==> src/prp_pkg.sv <==
`timescale 1ns / 1ps
`default_nettype none
package prp_pkg;

  localparam int NUM_PROCS_DEF  = 4;
  localparam int MAX_FRAMES_DEF = 16;
  localparam int MAX_PAGES_DEF  = 64;

  localparam int ADDR_W  = 15;
  localparam int PS_W    = 10;
  localparam int CFG_W   = 10;
  localparam int CFG_IW  = 3;
  localparam int OUTPG_W = 6;
  localparam int SWAP_W  = 16;

  typedef enum logic [CFG_IW-1:0] {
    CFG_POLICY  = 3'd0,
    CFG_PREPAGE = 3'd1,
    CFG_FRAMES  = 3'd2,
    CFG_PSIZE   = 3'd3,
    CFG_PAGES0  = 3'd4,
    CFG_PAGES1  = 3'd5,
    CFG_PAGES2  = 3'd6,
    CFG_PAGES3  = 3'd7
  } cfg_idx_e;

  localparam logic [1:0] POL_FIFO  = 2'd0;
  localparam logic [1:0] POL_LRU   = 2'd1;
  localparam logic [1:0] POL_CLOCK = 2'd2;

  localparam logic [1:0] PH_HIT = 2'd0;
  localparam logic [1:0] PH_L1  = 2'd1;
  localparam logic [1:0] PH_L2  = 2'd2;

endpackage
`default_nettype wire

==> src/prp_ram.sv <==
`timescale 1ns / 1ps
`default_nettype none
module prp_ram #(
  parameter int WIDTH = 8,
  parameter int DEPTH = 16,
  parameter int AW    = (DEPTH > 1) ? $clog2(DEPTH) : 1
) (
  input  wire logic             clk_i,
  input  wire logic             we_i,
  input  wire logic [AW-1:0]    waddr_i,
  input  wire logic [WIDTH-1:0] wdata_i,
  input  wire logic [AW-1:0]    raddr_i,
  output logic      [WIDTH-1:0] rdata_o
);
  logic [WIDTH-1:0] mem_q [DEPTH];

  always_ff @(posedge clk_i) begin
    if (we_i) begin
      mem_q[waddr_i] <= wdata_i;
    end
    rdata_o <= mem_q[raddr_i];
  end
endmodule
`default_nettype wire

==> src/page_replacement_policy.sv <==
`timescale 1ns / 1ps
`default_nettype none
// Channel  Dir  Handshake               Payload
// in       in   in_valid_i/in_ready_o   cmd_i, process_id_i, address_i
// out      out  out_valid_o/out_ready_i hit_o .. swap_count_o
// cfg      in   cfg_we_i (no wait)      cfg_index_i, cfg_data_i
//
// One beat at a time. After the accept cycle a restoring divider forms the page number
// and the residency table is read; a hit then ends, or under LRU scans the frames and
// shifts the found page to the back. A fault runs the prepage search when enabled,
// probing pages above the faulting one, then each load; when full, a load takes one
// capture and shifts the frames (FIFO/LRU) or steps the hand (Clock, up to 2F+3 steps).
// Init and the pass after reset sweep the residency table, one entry a cycle, with
// the input held not ready. A finished result waits in the output register while
// the next beat is taken, and holds the sequencer if busy.
module page_replacement_policy #(
  parameter int NUM_PROCS  = prp_pkg::NUM_PROCS_DEF,
  parameter int MAX_FRAMES = prp_pkg::MAX_FRAMES_DEF,
  parameter int MAX_PAGES  = prp_pkg::MAX_PAGES_DEF
) (
  input  wire logic                          clk_i,
  input  wire logic                          rst_ni,
  input  wire logic                          cfg_we_i,
  input  wire logic [prp_pkg::CFG_IW-1:0]    cfg_index_i,
  input  wire logic [prp_pkg::CFG_W-1:0]     cfg_data_i,
  input  wire logic                          in_valid_i,
  output logic                               in_ready_o,
  input  wire logic                          cmd_i,
  input  wire logic [1:0]                    process_id_i,
  input  wire logic [prp_pkg::ADDR_W-1:0]    address_i,
  output logic                               out_valid_o,
  input  wire logic                          out_ready_i,
  output logic                               hit_o,
  output logic                               fault_o,
  output logic [1:0]                         evictions_o,
  output logic [prp_pkg::OUTPG_W-1:0]        victim_page_o,
  output logic                               prepaged_o,
  output logic [prp_pkg::OUTPG_W-1:0]        prepaged_page_o,
  output logic                               out_of_range_o,
  output logic [prp_pkg::SWAP_W-1:0]         swap_count_o
);
  import prp_pkg::*;

  localparam int PGW = $clog2(MAX_PAGES);
  localparam int PCW = $clog2(MAX_PAGES + 1);
  localparam int FIW = (MAX_FRAMES > 1) ? $clog2(MAX_FRAMES) : 1;
  localparam int FCW = $clog2(MAX_FRAMES + 1);
  localparam int NW  = $clog2(2 * MAX_FRAMES + 3);
  localparam int PIW = (NUM_PROCS > 1) ? $clog2(NUM_PROCS) : 1;
  localparam int PNW = $clog2(NUM_PROCS + 1);
  localparam int RD  = NUM_PROCS * MAX_FRAMES;
  localparam int RAW = (RD > 1) ? $clog2(RD) : 1;
  localparam int BD  = NUM_PROCS * MAX_PAGES;
  localparam int BW  = $clog2(BD);

  // residency table entry: resident bit above reference bit
  localparam int RES_B = 1;
  localparam int REF_B = 0;

  localparam logic [4:0] S_IDLE    = 5'd0;
  localparam logic [4:0] S_DIV     = 5'd1;
  localparam logic [4:0] S_CHECK   = 5'd2;
  localparam logic [4:0] S_RES     = 5'd3;
  localparam logic [4:0] S_LRU_RD  = 5'd4;
  localparam logic [4:0] S_LRU_CMP = 5'd5;
  localparam logic [4:0] S_SRCH    = 5'd6;
  localparam logic [4:0] S_SRCH_CK = 5'd7;
  localparam logic [4:0] S_LOAD    = 5'd8;
  localparam logic [4:0] S_EV_CAP  = 5'd9;
  localparam logic [4:0] S_SH_RD   = 5'd10;
  localparam logic [4:0] S_SH_WR   = 5'd11;
  localparam logic [4:0] S_CK_RD   = 5'd12;
  localparam logic [4:0] S_CK_REF  = 5'd13;
  localparam logic [4:0] S_CK_EV   = 5'd14;
  localparam logic [4:0] S_POST    = 5'd15;
  localparam logic [4:0] S_INIT    = 5'd16;
  localparam logic [4:0] S_OUT     = 5'd17;

  // configuration
  logic [1:0]      policy_q;
  logic            prepage_q;
  logic [4:0]      frames_q;
  logic [PS_W-1:0] psize_q;
  logic [6:0]      pages_q [4];

  // per-process state
  logic [FCW-1:0]  fill_q [NUM_PROCS];
  logic [FIW-1:0]  hand_q [NUM_PROCS];
  logic [SWAP_W-1:0] swap_q;

  // sequencer
  logic [4:0]        state_q;
  logic [1:0]        pid_q;
  logic [ADDR_W-1:0] quo_q;
  logic [PS_W-1:0]   rem_q;
  logic [3:0]        dcnt_q;
  logic [PGW-1:0]    page_q;
  logic [PGW-1:0]    fpage_q;
  logic              prot_q;
  logic [1:0]        phase_q;
  logic              found_q;
  logic [PCW-1:0]    q_q;
  logic [FCW-1:0]    k_q;
  logic [FIW-1:0]    h_q;
  logic [NW-1:0]     n_q;
  logic              final_q;
  logic [PNW-1:0]    p_q;
  logic [PGW-1:0]    pg_q;
  logic              clr_q;
  logic [PGW-1:0]    ck_pg_q;

  // result being built
  logic           hit_q, fault_q, prepaged_q, oor_q;
  logic [1:0]     evc_q;
  logic [PGW-1:0] victim_q, pre_q;

  // frame-table RAM port
  logic           ram_we;
  logic [RAW-1:0] ram_waddr, ram_raddr;
  logic [PGW-1:0] ram_wdata, ram_rdata;

  // residency-table RAM port
  logic          bit_we;
  logic [BW-1:0] bit_waddr, bit_raddr;
  logic [1:0]    bit_wdata, bit_rdata;

  function automatic logic [RAW-1:0] f_addr(input logic [31:0] p, input logic [31:0] i);
    return RAW'(p * MAX_FRAMES + i);
  endfunction

  function automatic logic [BW-1:0] f_bit(input logic [31:0] p, input logic [31:0] pg);
    return BW'(p * MAX_PAGES + pg);
  endfunction

  function automatic logic [PCW-1:0] f_pages(input logic [6:0] raw);
    logic [31:0] v;
    v = 32'(raw);
    if (v == 0) v = 1;
    if (v > MAX_PAGES) v = MAX_PAGES;
    return PCW'(v);
  endfunction

  // derived views
  logic [PIW-1:0]    pix;
  logic [FCW-1:0]    fill_cur;
  logic [FCW-1:0]    frames_eff;
  logic [PCW-1:0]    pages_cur;
  logic [PS_W-1:0]   psize_eff;
  logic [PS_W:0]     rem_sh;
  logic              div_ge;
  logic              ck_prot;
  logic              ck_take;
  logic [FIW-1:0]    ck_next;
  logic [PIW-1:0]    pix_init;
  logic [PCW-1:0]    init_pages;
  logic [FCW-1:0]    init_n;
  logic              init_load;
  logic              init_pg_last;

  always_comb begin
    logic [31:0] fv;
    fv = 32'(frames_q);
    if (fv == 0) fv = 1;
    if (fv > MAX_FRAMES) fv = MAX_FRAMES;
    frames_eff = FCW'(fv);
  end

  assign pix       = PIW'(pid_q);
  assign fill_cur  = fill_q[pix];
  assign pages_cur = f_pages(pages_q[pid_q]);
  assign psize_eff = (psize_q == '0) ? PS_W'(1) : psize_q;
  assign rem_sh    = {rem_q, quo_q[ADDR_W-1]};
  assign div_ge    = rem_sh >= {1'b0, psize_eff};

  // take the frame at the hand unless referenced or the faulted page, or on the final step
  assign ck_prot = prot_q && (ck_pg_q == fpage_q);
  assign ck_take = final_q || (!ck_prot && !bit_rdata[REF_B]);
  assign ck_next = ((FCW'(h_q) + FCW'(1)) < fill_cur) ? (h_q + FIW'(1)) : '0;

  assign pix_init     = PIW'(p_q);
  assign init_pages   = (32'(p_q) < 4) ? f_pages(pages_q[2'(p_q)]) : PCW'(1);
  assign init_n       = (32'(frames_eff) > 32'(init_pages)) ? FCW'(init_pages) : frames_eff;
  assign init_load    = !clr_q && (32'(pg_q) < 32'(init_n));
  assign init_pg_last = (pg_q == PGW'(MAX_PAGES - 1));

  // RAM port control
  always_comb begin
    ram_we    = 1'b0;
    ram_waddr = '0;
    ram_wdata = '0;
    ram_raddr = '0;
    bit_we    = 1'b0;
    bit_waddr = '0;
    bit_wdata = '0;
    bit_raddr = '0;
    unique case (state_q)
      S_CHECK: bit_raddr = f_bit(32'(pid_q), 32'(quo_q));
      S_RES: begin
        // Clock hit: mark the page referenced
        if (bit_rdata[RES_B] && (policy_q == POL_CLOCK)) begin
          bit_we    = 1'b1;
          bit_waddr = f_bit(32'(pid_q), 32'(page_q));
          bit_wdata = 2'b11;
        end
      end
      S_SRCH: bit_raddr = f_bit(32'(pid_q), 32'(q_q));
      S_LRU_RD: ram_raddr = f_addr(32'(pid_q), 32'(k_q));
      S_SH_RD: begin
        if (k_q == fill_cur) begin
          ram_we    = 1'b1;
          ram_waddr = f_addr(32'(pid_q), 32'(k_q) - 1);
          ram_wdata = page_q;
        end else begin
          ram_raddr = f_addr(32'(pid_q), 32'(k_q));
        end
      end
      S_SH_WR: begin
        ram_we    = 1'b1;
        ram_waddr = f_addr(32'(pid_q), 32'(k_q) - 1);
        ram_wdata = ram_rdata;
      end
      S_LOAD: begin
        if (fill_cur < frames_eff) begin
          ram_we    = 1'b1;
          ram_waddr = f_addr(32'(pid_q), 32'(fill_cur));
          ram_wdata = page_q;
        end else if (policy_q != POL_CLOCK) begin
          ram_raddr = f_addr(32'(pid_q), 32'd0);
        end
      end
      S_EV_CAP: begin
        // drop the queue-front page
        bit_we    = 1'b1;
        bit_waddr = f_bit(32'(pid_q), 32'(ram_rdata));
        bit_wdata = 2'b00;
      end
      S_CK_RD: ram_raddr = f_addr(32'(pid_q), 32'(h_q));
      S_CK_REF: bit_raddr = f_bit(32'(pid_q), 32'(ram_rdata));
      S_CK_EV: begin
        if (ck_take) begin
          ram_we    = 1'b1;
          ram_waddr = f_addr(32'(pid_q), 32'(h_q));
          ram_wdata = page_q;
          bit_we    = 1'b1;
          bit_waddr = f_bit(32'(pid_q), 32'(ck_pg_q));
          bit_wdata = 2'b00;
        end else if (!ck_prot) begin
          // second chance: clear the reference bit, keep residency
          bit_we    = 1'b1;
          bit_waddr = f_bit(32'(pid_q), 32'(ck_pg_q));
          bit_wdata = {bit_rdata[RES_B], 1'b0};
        end
      end
      S_POST: begin
        // the loaded page becomes resident and unreferenced
        if (phase_q != PH_HIT) begin
          bit_we    = 1'b1;
          bit_waddr = f_bit(32'(pid_q), 32'(page_q));
          bit_wdata = 2'b10;
        end
      end
      S_INIT: begin
        bit_we    = 1'b1;
        bit_waddr = f_bit(32'(p_q), 32'(pg_q));
        bit_wdata = {init_load, 1'b0};
        if (init_load) begin
          ram_we    = 1'b1;
          ram_waddr = f_addr(32'(p_q), 32'(pg_q));
          ram_wdata = pg_q;
        end
      end
      default: ;
    endcase
  end

  prp_ram #(
    .WIDTH (PGW),
    .DEPTH (RD),
    .AW    (RAW)
  ) u_frames (
    .clk_i   (clk_i),
    .we_i    (ram_we),
    .waddr_i (ram_waddr),
    .wdata_i (ram_wdata),
    .raddr_i (ram_raddr),
    .rdata_o (ram_rdata)
  );

  prp_ram #(
    .WIDTH (2),
    .DEPTH (BD),
    .AW    (BW)
  ) u_bits (
    .clk_i   (clk_i),
    .we_i    (bit_we),
    .waddr_i (bit_waddr),
    .wdata_i (bit_wdata),
    .raddr_i (bit_raddr),
    .rdata_o (bit_rdata)
  );

  // configuration writes
  always_ff @(posedge clk_i or negedge rst_ni) begin
    if (!rst_ni) begin
      policy_q   <= POL_FIFO;
      prepage_q  <= 1'b0;
      frames_q   <= 5'd4;
      psize_q    <= PS_W'(32);
      pages_q[0] <= 7'd64;
      pages_q[1] <= 7'd64;
      pages_q[2] <= 7'd64;
      pages_q[3] <= 7'd64;
    end else if (cfg_we_i) begin
      unique case (cfg_idx_e'(cfg_index_i))
        CFG_POLICY:  policy_q   <= cfg_data_i[1:0];
        CFG_PREPAGE: prepage_q  <= cfg_data_i[0];
        CFG_FRAMES:  frames_q   <= cfg_data_i[4:0];
        CFG_PSIZE:   psize_q    <= cfg_data_i;
        CFG_PAGES0:  pages_q[0] <= cfg_data_i[6:0];
        CFG_PAGES1:  pages_q[1] <= cfg_data_i[6:0];
        CFG_PAGES2:  pages_q[2] <= cfg_data_i[6:0];
        CFG_PAGES3:  pages_q[3] <= cfg_data_i[6:0];
        default: ;
      endcase
    end
  end

  assign in_ready_o = (state_q == S_IDLE);

  // sequencer and per-process state
  always_ff @(posedge clk_i or negedge rst_ni) begin
    if (!rst_ni) begin
      // clear the residency table before the first beat
      state_q     <= S_INIT;
      clr_q       <= 1'b1;
      p_q         <= '0;
      pg_q        <= '0;
      swap_q      <= '0;
      fill_q      <= '{default: '0};
      hand_q      <= '{default: '0};
      out_valid_o <= 1'b0;
    end else begin
      if (out_valid_o && out_ready_i && (state_q != S_OUT)) begin
        out_valid_o <= 1'b0;
      end
      unique case (state_q)
        S_IDLE: begin
          if (in_valid_i) begin
            pid_q      <= process_id_i;
            hit_q      <= 1'b0;
            fault_q    <= 1'b0;
            prepaged_q <= 1'b0;
            oor_q      <= 1'b0;
            evc_q      <= 2'd0;
            victim_q   <= '0;
            pre_q      <= '0;
            if (cmd_i) begin
              // init: rewrite residency and frames in one sweep
              hand_q  <= '{default: '0};
              swap_q  <= '0;
              clr_q   <= 1'b0;
              p_q     <= '0;
              pg_q    <= '0;
              state_q <= S_INIT;
            end else begin
              quo_q   <= address_i;
              rem_q   <= '0;
              dcnt_q  <= '0;
              state_q <= S_DIV;
            end
          end
        end
        S_DIV: begin
          rem_q  <= div_ge ? PS_W'(rem_sh - {1'b0, psize_eff}) : rem_sh[PS_W-1:0];
          quo_q  <= {quo_q[ADDR_W-2:0], div_ge};
          dcnt_q <= dcnt_q + 4'd1;
          if (dcnt_q == 4'(ADDR_W - 1)) state_q <= S_CHECK;
        end
        S_CHECK: begin
          if ((32'(pid_q) >= NUM_PROCS) || (quo_q >= ADDR_W'(pages_cur))) begin
            oor_q   <= 1'b1;
            state_q <= S_OUT;
          end else begin
            page_q  <= quo_q[PGW-1:0];
            fpage_q <= quo_q[PGW-1:0];
            prot_q  <= 1'b0;
            state_q <= S_RES;
          end
        end
        S_RES: begin
          if (bit_rdata[RES_B]) begin
            hit_q   <= 1'b1;
            phase_q <= PH_HIT;
            k_q     <= '0;
            state_q <= (policy_q == POL_LRU) ? S_LRU_RD : S_OUT;
          end else begin
            fault_q <= 1'b1;
            phase_q <= PH_L1;
            found_q <= 1'b0;
            q_q     <= PCW'(page_q) + PCW'(1);
            if (prepage_q && (32'(frames_eff) >= 2)) state_q <= S_SRCH;
            else state_q <= S_LOAD;
          end
        end
        S_LRU_RD: begin
          state_q <= (k_q == fill_cur) ? S_OUT : S_LRU_CMP;
        end
        S_LRU_CMP: begin
          k_q <= k_q + FCW'(1);
          // found: close the gap and move the page to the back
          state_q <= (ram_rdata == page_q) ? S_SH_RD : S_LRU_RD;
        end
        S_SRCH: begin
          state_q <= (q_q >= pages_cur) ? S_LOAD : S_SRCH_CK;
        end
        S_SRCH_CK: begin
          if (!bit_rdata[RES_B]) begin
            found_q <= 1'b1;
            pre_q   <= PGW'(q_q);
            state_q <= S_LOAD;
          end else begin
            q_q     <= q_q + PCW'(1);
            state_q <= S_SRCH;
          end
        end
        S_LOAD: begin
          if (fill_cur < frames_eff) begin
            fill_q[pix] <= fill_cur + FCW'(1);
            state_q <= S_POST;
          end else if (policy_q == POL_CLOCK) begin
            h_q     <= (FCW'(hand_q[pix]) >= fill_cur) ? '0 : hand_q[pix];
            n_q     <= '0;
            final_q <= 1'b0;
            state_q <= S_CK_RD;
          end else begin
            state_q <= S_EV_CAP;
          end
        end
        S_EV_CAP: begin
          // queue front is the victim
          if (evc_q == 2'd0) victim_q <= ram_rdata;
          evc_q   <= evc_q + 2'd1;
          k_q     <= FCW'(1);
          state_q <= S_SH_RD;
        end
        S_SH_RD: begin
          state_q <= (k_q == fill_cur) ? S_POST : S_SH_WR;
        end
        S_SH_WR: begin
          k_q     <= k_q + FCW'(1);
          state_q <= S_SH_RD;
        end
        S_CK_RD: begin
          state_q <= S_CK_REF;
        end
        S_CK_REF: begin
          ck_pg_q <= ram_rdata;
          state_q <= S_CK_EV;
        end
        S_CK_EV: begin
          if (ck_take) begin
            hand_q[pix] <= ck_next;
            if (evc_q == 2'd0) victim_q <= ck_pg_q;
            evc_q   <= evc_q + 2'd1;
            state_q <= S_POST;
          end else begin
            h_q <= ck_next;
            n_q <= n_q + NW'(1);
            if ((32'(n_q) + 1) == (2 * 32'(fill_cur) + 2)) final_q <= 1'b1;
            state_q <= S_CK_RD;
          end
        end
        S_POST: begin
          if ((phase_q == PH_L1) && found_q) begin
            phase_q    <= PH_L2;
            page_q     <= pre_q;
            prot_q     <= 1'b1;
            prepaged_q <= 1'b1;
            state_q    <= S_LOAD;
          end else begin
            if ((evc_q != 2'd0) && (swap_q != '1)) swap_q <= swap_q + SWAP_W'(1);
            state_q <= S_OUT;
          end
        end
        S_INIT: begin
          if (init_pg_last) begin
            pg_q <= '0;
            if (!clr_q) fill_q[pix_init] <= init_n;
            if (32'(p_q) == NUM_PROCS - 1) begin
              state_q <= clr_q ? S_IDLE : S_OUT;
            end else begin
              p_q <= p_q + PNW'(1);
            end
          end else begin
            pg_q <= pg_q + PGW'(1);
          end
        end
        S_OUT: begin
          // hold until the output register is free
          if (!out_valid_o || out_ready_i) begin
            out_valid_o     <= 1'b1;
            hit_o           <= hit_q;
            fault_o         <= fault_q;
            evictions_o     <= evc_q;
            victim_page_o   <= OUTPG_W'(victim_q);
            prepaged_o      <= prepaged_q;
            prepaged_page_o <= OUTPG_W'(pre_q);
            out_of_range_o  <= oor_q;
            swap_count_o    <= swap_q;
            state_q         <= S_IDLE;
          end
        end
        default: state_q <= S_IDLE;
      endcase
    end
  end

endmodule
`default_nettype wire

==> config.mk <==
export PLATFORM = sky130hd
export DESIGN_NAME = page_replacement_policy
export DESIGN_NICKNAME = d
export VERILOG_FILES = /design/src/prp_pkg.sv /design/src/prp_ram.sv /design/src/page_replacement_policy.sv
export SDC_FILE = /design/constraint.sdc
export NUM_CORES = 2
export LEC_CHECK = 0
export ABC_AREA = 1
export BUFFER_PORTS_ARGS = -buffer_cell sky130_fd_sc_hd__buf_4
export CAP_MARGIN = 20
export CORE_AREA = 5 5 335 337
export DETAILED_ROUTE_END_ITERATION = 10
export DIE_AREA = 0 0 340 342
export GPL_ROUTABILITY_DRIVEN = 0
export PLACE_DENSITY = 0.63
export SETUP_SLACK_MARGIN = 0.02
export SYNTH_ARGS = -nofsm -noshare
export SYNTH_HDL_FRONTEND = slang
export SYNTH_SLANG_ARGS = --single-unit
==> constraint.sdc <==
create_clock -name clk_i -period 24.6 [get_ports clk_i]
set_input_delay 7.38 -clock clk_i [delete_from_list [all_inputs] [get_ports clk_i]]
set_output_delay 7.38 -clock clk_i [all_outputs]
set_load 0.02 [all_outputs]
After elaboration in Yosys (flattened, before gate mapping):

Memory sizes are Yosys's and may differ from the RTL's. A register that Yosys moved wholly into a read port is not among the register bits.
Cells that the tools add are included.

* output and inout port bits: 36
* bits in registers: 242
* memories kept: 2
* bits in writable memories: 896
* word-level logic and storage cells: 413
* input port bits: 36

* add/sub/neg operators: 27
* magnitude comparators: 17
* mux-type cells: 172
* bitwise operators: 3
* reductions and logical operators: 77
* eq/ne operators: 63

Memories
* u_bits.mem_q: depth 256, width 2, read ports 1, clocked after Yosys merged registers in 1, wr ports 1, RTL line prp_ram.sv:15 `logic [WIDTH-1:0] mem_q [DEPTH];`
* u_frames.mem_q: depth 64, width 6, read ports 1, clocked after Yosys merged registers in 1, wr ports 1, RTL line prp_ram.sv:15

Operators with widths (number)
* $mux W6: 24
* $mux W5: 20
* $pmux W5 S17: 1
* $mux W16: 5
* $mux W7: 11
* $gt A32 B7 Y1 const B: 2
* $pmux W16 S2: 2
* $mux W20: 3
* $pmux W6 S5: 2
* $mux W4: 14
* $ne A2 B2 Y1 const B: 24
* $pmux W6 S2: 4
* $reduce_and A4 Y1: 12
* $bwmux W20: 2
* $eq A5 B4 Y1 const B: 8
* $mux W10: 4
* $pmux W20 S2: 1
* $pmux W8 S5: 1
* $add A8 B6 Y8: 4
* $gt A32 B5 Y1 const B: 1
* $mux W8: 4
* $mux W15: 2
* $pmux W15 S2: 1
* $bmux W7 S2: 2
* other kinds (84): 205

Depth between registers and ports, before layout:

* depth after elaboration: 17
* mapped depth: 31
* gate-level depth less buffers: 30

Hierarchy:

Synthesis repeated with hierarchy kept, for this count alone.

* cells, all modules: 5142
* area, all modules: 52306.4 um^2

Modules (own cells, without submodules)
* prp_ram at u_bits: sequential area each 15414.8 um^2, area each 22126.2 um^2, cells an instance 2055, times used 1
* prp_ram at u_frames: sequential area each 11651.2 um^2, area each 15930.3 um^2, cells an instance 1376, times used 1
* page_replacement_policy: sequential area each 6706.4 um^2, area each 14249.9 um^2, cells an instance 1711, times used 1

Worst setup path before layout:

OpenSTA, ideal clock, no wires.

* path kind: flip-flop to flip-flop
* start point: register ck_pg_q[2]
* end point: memory u_bits.mem_q[0][1] (data pin)
* setup time: 3.367 ns
* slack: 3.922 ns
* buffers on the path: 0
* period minus slack after synthesis: 20.678 ns
* stages on the path, launching flop included: 8
* required time: 21.233 ns
* arrival: 17.312 ns
* cells stage by stage: edfxtp_1 -> xor2_1 -> a211oi_1 -> and3_1 -> o21ai_0 -> nor2_1 -> inv_1 -> o311ai_0

* longest elaborated chain between the ends: 7
* elaborated cells between the ends (all ways): 8
* classes of those cells: eq/ne (1); mux (3); reduce/logical (4)

Ends and longest elaborated chain
* start: declaration: RTL line page_replacement_policy.sv:110 `logic [PGW-1:0] ck_pg_q;`
* start signal: assignment: RTL line page_replacement_policy.sv:457 `ck_pg_q <= ram_rdata;`
* $eq A6 B6 Y1 *: RTL line page_replacement_policy.sv:176 `assign ck_prot = prot_q && (ck_pg_q == fpage_q);`
* $logic_and A1 B1 Y1 *: RTL line page_replacement_policy.sv:176
* $logic_not A1 Y1
* $logic_and A1 B1 Y1: RTL line page_replacement_policy.sv:177 `assign ck_take = final_q || (!ck_prot && !bit_rdata[REF_B]);`
* $logic_or A1 B1 Y1: RTL line page_replacement_policy.sv:177
* $mux W2 *: RTL line page_replacement_policy.sv:240 `if (ck_take) begin`
* $pmux W2 S4 *: RTL line page_replacement_policy.sv:196 `unique case (state_q)`
* via bit_wdata[1]: RTL line page_replacement_policy.sv:125 `logic [1:0] bit_wdata, bit_rdata;`
* end: declaration: RTL line prp_ram.sv:15

Mark *: on every way through the listed nets, which the timed path passes. The rest lies on a longest branch.

Final worst setup path:

* start point: register state_q[2]
* end point: output port in_ready_o

* longest elaborated chain between the ends: 1

Ends and longest elaborated chain
* start: declaration: RTL line page_replacement_policy.sv:92 `logic [4:0] state_q;`
* start signal: assignment: RTL line page_replacement_policy.sv:395 `state_q <= (policy_q == POL_LRU) ? S_LRU_RD : S_OUT;`
* start signal: assignment: RTL line page_replacement_policy.sv:406 `state_q <= (k_q == fill_cur) ? S_OUT : S_LRU_CMP;`
* start signal: assignment: RTL line page_replacement_policy.sv:411 `state_q <= (ram_rdata == page_q) ? S_SH_RD : S_LRU_RD;`
* $logic_not A5 Y1: RTL line page_replacement_policy.sv:328 `assign in_ready_o = (state_q == S_IDLE);`
* end: declaration: RTL line page_replacement_policy.sv:27 `output logic in_ready_o,`

No other way between the ends.

==> results.json <==
{
  "io_pins": 72,
  "cts_setup_buffers": 0,
  "r2r_slack_ns": 17.71,
  "drv_slew": 0,
  "path_clk_slew_ns": 0.06,
  "reg2reg_to": "u_frames.mem_q[59][5]",
  "combPwrFrac": 0.220,
  "fin_util": 0.550,
  "drc": 0,
  "synth.most_common_cell": "edfxtp_1",
  "crit_fanout": 5,
  "cap_violations": 0,
  "num_rows": 121,
  "cts_root_buf": "clkbuf_16",
  "holdWs_ns": 0.419,
  "grt_pass1_vias": 37000,
  "wl_per_cell_microns": 20.9,
  "grt_overflow_total": 0,
  "grt_pass1_wl_mm": 219,
  "final.min_clock_period_ns": 9.48,
  "relSlewSlack": 0.160,
  "worstMarginPinSlew_ns": 1.26,
  "ys_seq_area_frac": 0.625,
  "dp_cells": 6594,
  "final_cell_count_no_fill": 6818,
  "dieArea_sq_um": 116000,
  "async_reset_ff_frac": 0.0995,
  "seq_area_sq_um": 33800,
  "ys_types": 63,
  "criticalPathCategory": "reg2out",
  "critPathLaunchType": "flip-flop",
  "synth_edf_count": 1024,
  "fp.coreArea_sq_um": 109000,
  "pwr-share-seq": 0.446,
  "worstReg2RegStart": "p_q[0]",
  "switchingPower_mw": 1.74,
  "insertedDiodeCount": 0,
  "synth_ff_type": "edfxtp_1",
  "arrival_ns": 2.10,
  "post-place-ws_ns": 15.01,
  "multi_input_area_sq_um": 15700,
  "totalWireLength_mm": 143,
  "grt_usage": 0.241,
  "fmax_mhz": 105,
  "drtIter0Drc": 4452,
  "internal_power_mw": 3.76,
  "drtPass1Iterations": 7,
  "syn_to_final_growth_pct": 10.6,
  "p_sw_frac": 0.316,
  "hold_violations": 0,
  "ff2ff_path_depth": 27,
  "antenna_found_initial": 1,
  "syn_nets": 5448,
  "ys_ff_latch": 1146,
  "power.clock.fraction": 0.333,
  "dp_hpwl_mm": 84.4,
  "min_from": "victim_q[1]",
  "period_share": 0.386,
  "drt-vias-per-instance": 5.69,
  "fillers": 9499,
  "io_buffers": 71,
  "outcome": "complete, no violations",
  "ctsResizeCount": 0,
  "tns_ns": 0,
  "start_util": 0.498,
  "rsz0062_at_grt": "false",
  "power_density_nw_per_um2": 92.1,
  "final.setup.worst_slack_ns": 15.12,
  "cts.sinks": 1146,
  "clkLatencyLatePin_ns": 0.73,
  "numCtsBuffers": 119,
  "clockBufferDepth": 3,
  "synthTopCellsByCount": "edfxtp_1 (1024), inv_1 (871), nand3_1 (681)",
  "fin_area_sq_um": 59700,
  "vdd_drop_max_mv": 0.152,
  "synthCells": 5339,
  "die_y_microns": 342,
  "placed_cell_area_sq_um": 55700,
  "htree_num_levels": 3,
  "worstSetupEndpoint": "in_ready_o",
  "netlist_area_sq_um": 54000,
  "syn_area_per_cell_sq_um": 10.1,
  "end_kind": "output port",
  "tritoncts": "built",
  "required_ns": 17.22,
  "synth.area.top_cells": "edfxtp_1 (57%), nand3_1 (6.3%), inv_1 (6.1%)",
  "synth_top_area_frac": 0.569,
  "hold_path_class": "reg2reg",
  "grt_max_degree": 260,
  "ant_nets": 0,
  "setup-violations-final": 0,
  "power_leakage_nw": 23.6,
  "drive_gt1_frac": 0.0823,
  "nNetsFinal": 5413,
  "die_width_microns": 340,
  "yosysWarnings": 0,
  "skew_ns": 0.0532,
  "vias": 38800,
  "hold_buffers": 0,
  "yosysTopAreaCell": "edfxtp_1",
  "finalPower_mw": 5.50,
  "crit_start": "state_q[2]"
}
==> worst min-delay path by stage <==
stage	depth (start not counted)	slack (ns)	to
2_1_floorplan	0	0.40	fault_o
3_3_place_gp	0	0.41	victim_page_o[1]
3_5_place_dp	0	0.40	victim_page_o[1]
4_1_cts	0	0.42	victim_page_o[1]
5_1_grt	0	0.42	victim_page_o[4]
6_report	0	0.42	victim_page_o[1]
==> power groups by stage <==
stage               sequential (mW)  clock, mW  combinational [mW]
floorplan                      2.60          0               0.775
global placement               2.49          0                1.18
detailed placement             2.49          0                1.20
CTS                            2.45       1.86                1.20
global route                   2.46       1.94                1.34
finish                         2.46       1.83                1.21
==> routing by layer <==
layer	vias to the layer above	GRT usage	part of all wire
li1	18300	-	-
met1	18700	0.332	0.42
met2	1500	0.393	0.47
met3	275	0.0413	0.077
met4	2	0.0749	0.031
met5	-	0	0.000091
==> final cells by class <==
| cell class | instances | area share |
|---|---|---|
| clock buffers | 145 | 0.0527 |
| clock inverters | 76 | 0.0141 |
| inverters | 907 | 0.0570 |
| multi-input cells | 3001 | 0.263 |
| flip-flops and latches | 1146 | 0.566 |
| well taps | 1414 | 0.0296 |
| repair buffers | 129 | 0.0179 |
==> critical path, cell delays in order, from the launching register on <==
cell and delay, ns:
dfrtp_1 0.43, nor2_1 0.19, nand2_2 0.13, nor2_1 0.37, buf_4 0.25
==> sequential cells by signal (all words and copies together) (netlist names), 7 cells and up <==
name	count
fill_q	20
u_frames.mem_q	384
hand_q	16
u_bits.mem_q	512
rem_q	10
pages_q	28
swap_count_o	16
swap_q	16
q_q	7
quo_q	15
psize_q	10
==> logic make-up after synthesis <==
group | share of synthesized area
AND/OR/NAND/NOR | 0.179
buffers and inverters | 0.0872
flip-flops | 0.625
AO/OA/AOI/OAI | 0.0817
adder cells (fa/ha/maj) | 0.0172
XOR/XNOR | 0.00665
multiplexers | 0.00250
==> cell usage in the layout (no fill, tap or decap), types with 6 or more instances in the layout <==
| cell | netlist | routed |
|---|---|---|
| a211oi_1 | 7 | 7 |
| a21oi_1 | 211 | 210 |
| a221oi_1 | 7 | 7 |
| buf_4 | 11 | 120 |
| bufinv_16 | 0 | 16 |
| clkbuf_1 | 105 | 21 |
| clkbuf_16 | 0 | 121 |
| clkinv_1 | 4 | 28 |
| clkinv_2 | 0 | 21 |
| clkinvlp_4 | 0 | 9 |
| dfrtp_1 | 106 | 106 |
| dfstp_2 | 8 | 8 |
| dfxtp_1 | 8 | 8 |
| edfxtp_1 | 1024 | 1024 |
| ha_1 | 71 | 71 |
| inv_1 | 871 | 870 |
| inv_2 | 32 | 32 |
| mux2_2 | 12 | 12 |
| nand2_1 | 658 | 654 |
| nand2_2 | 20 | 22 |
| nand3_1 | 681 | 681 |
| nand3_2 | 16 | 14 |
| nand4_1 | 204 | 204 |
| nor2_1 | 485 | 484 |
| nor2_2 | 13 | 14 |
| nor3_1 | 24 | 21 |
| nor4_1 | 7 | 7 |
| o2111ai_1 | 6 | 6 |
| o211ai_1 | 132 | 132 |
| o21a_1 | 10 | 10 |
| o21ai_0 | 256 | 256 |
| o21ai_1 | 16 | 16 |
| o22ai_1 | 58 | 57 |
| o31ai_1 | 7 | 7 |
| xnor2_1 | 12 | 12 |
| xor2_1 | 29 | 29 |
(Power assumes the default switching activity.)
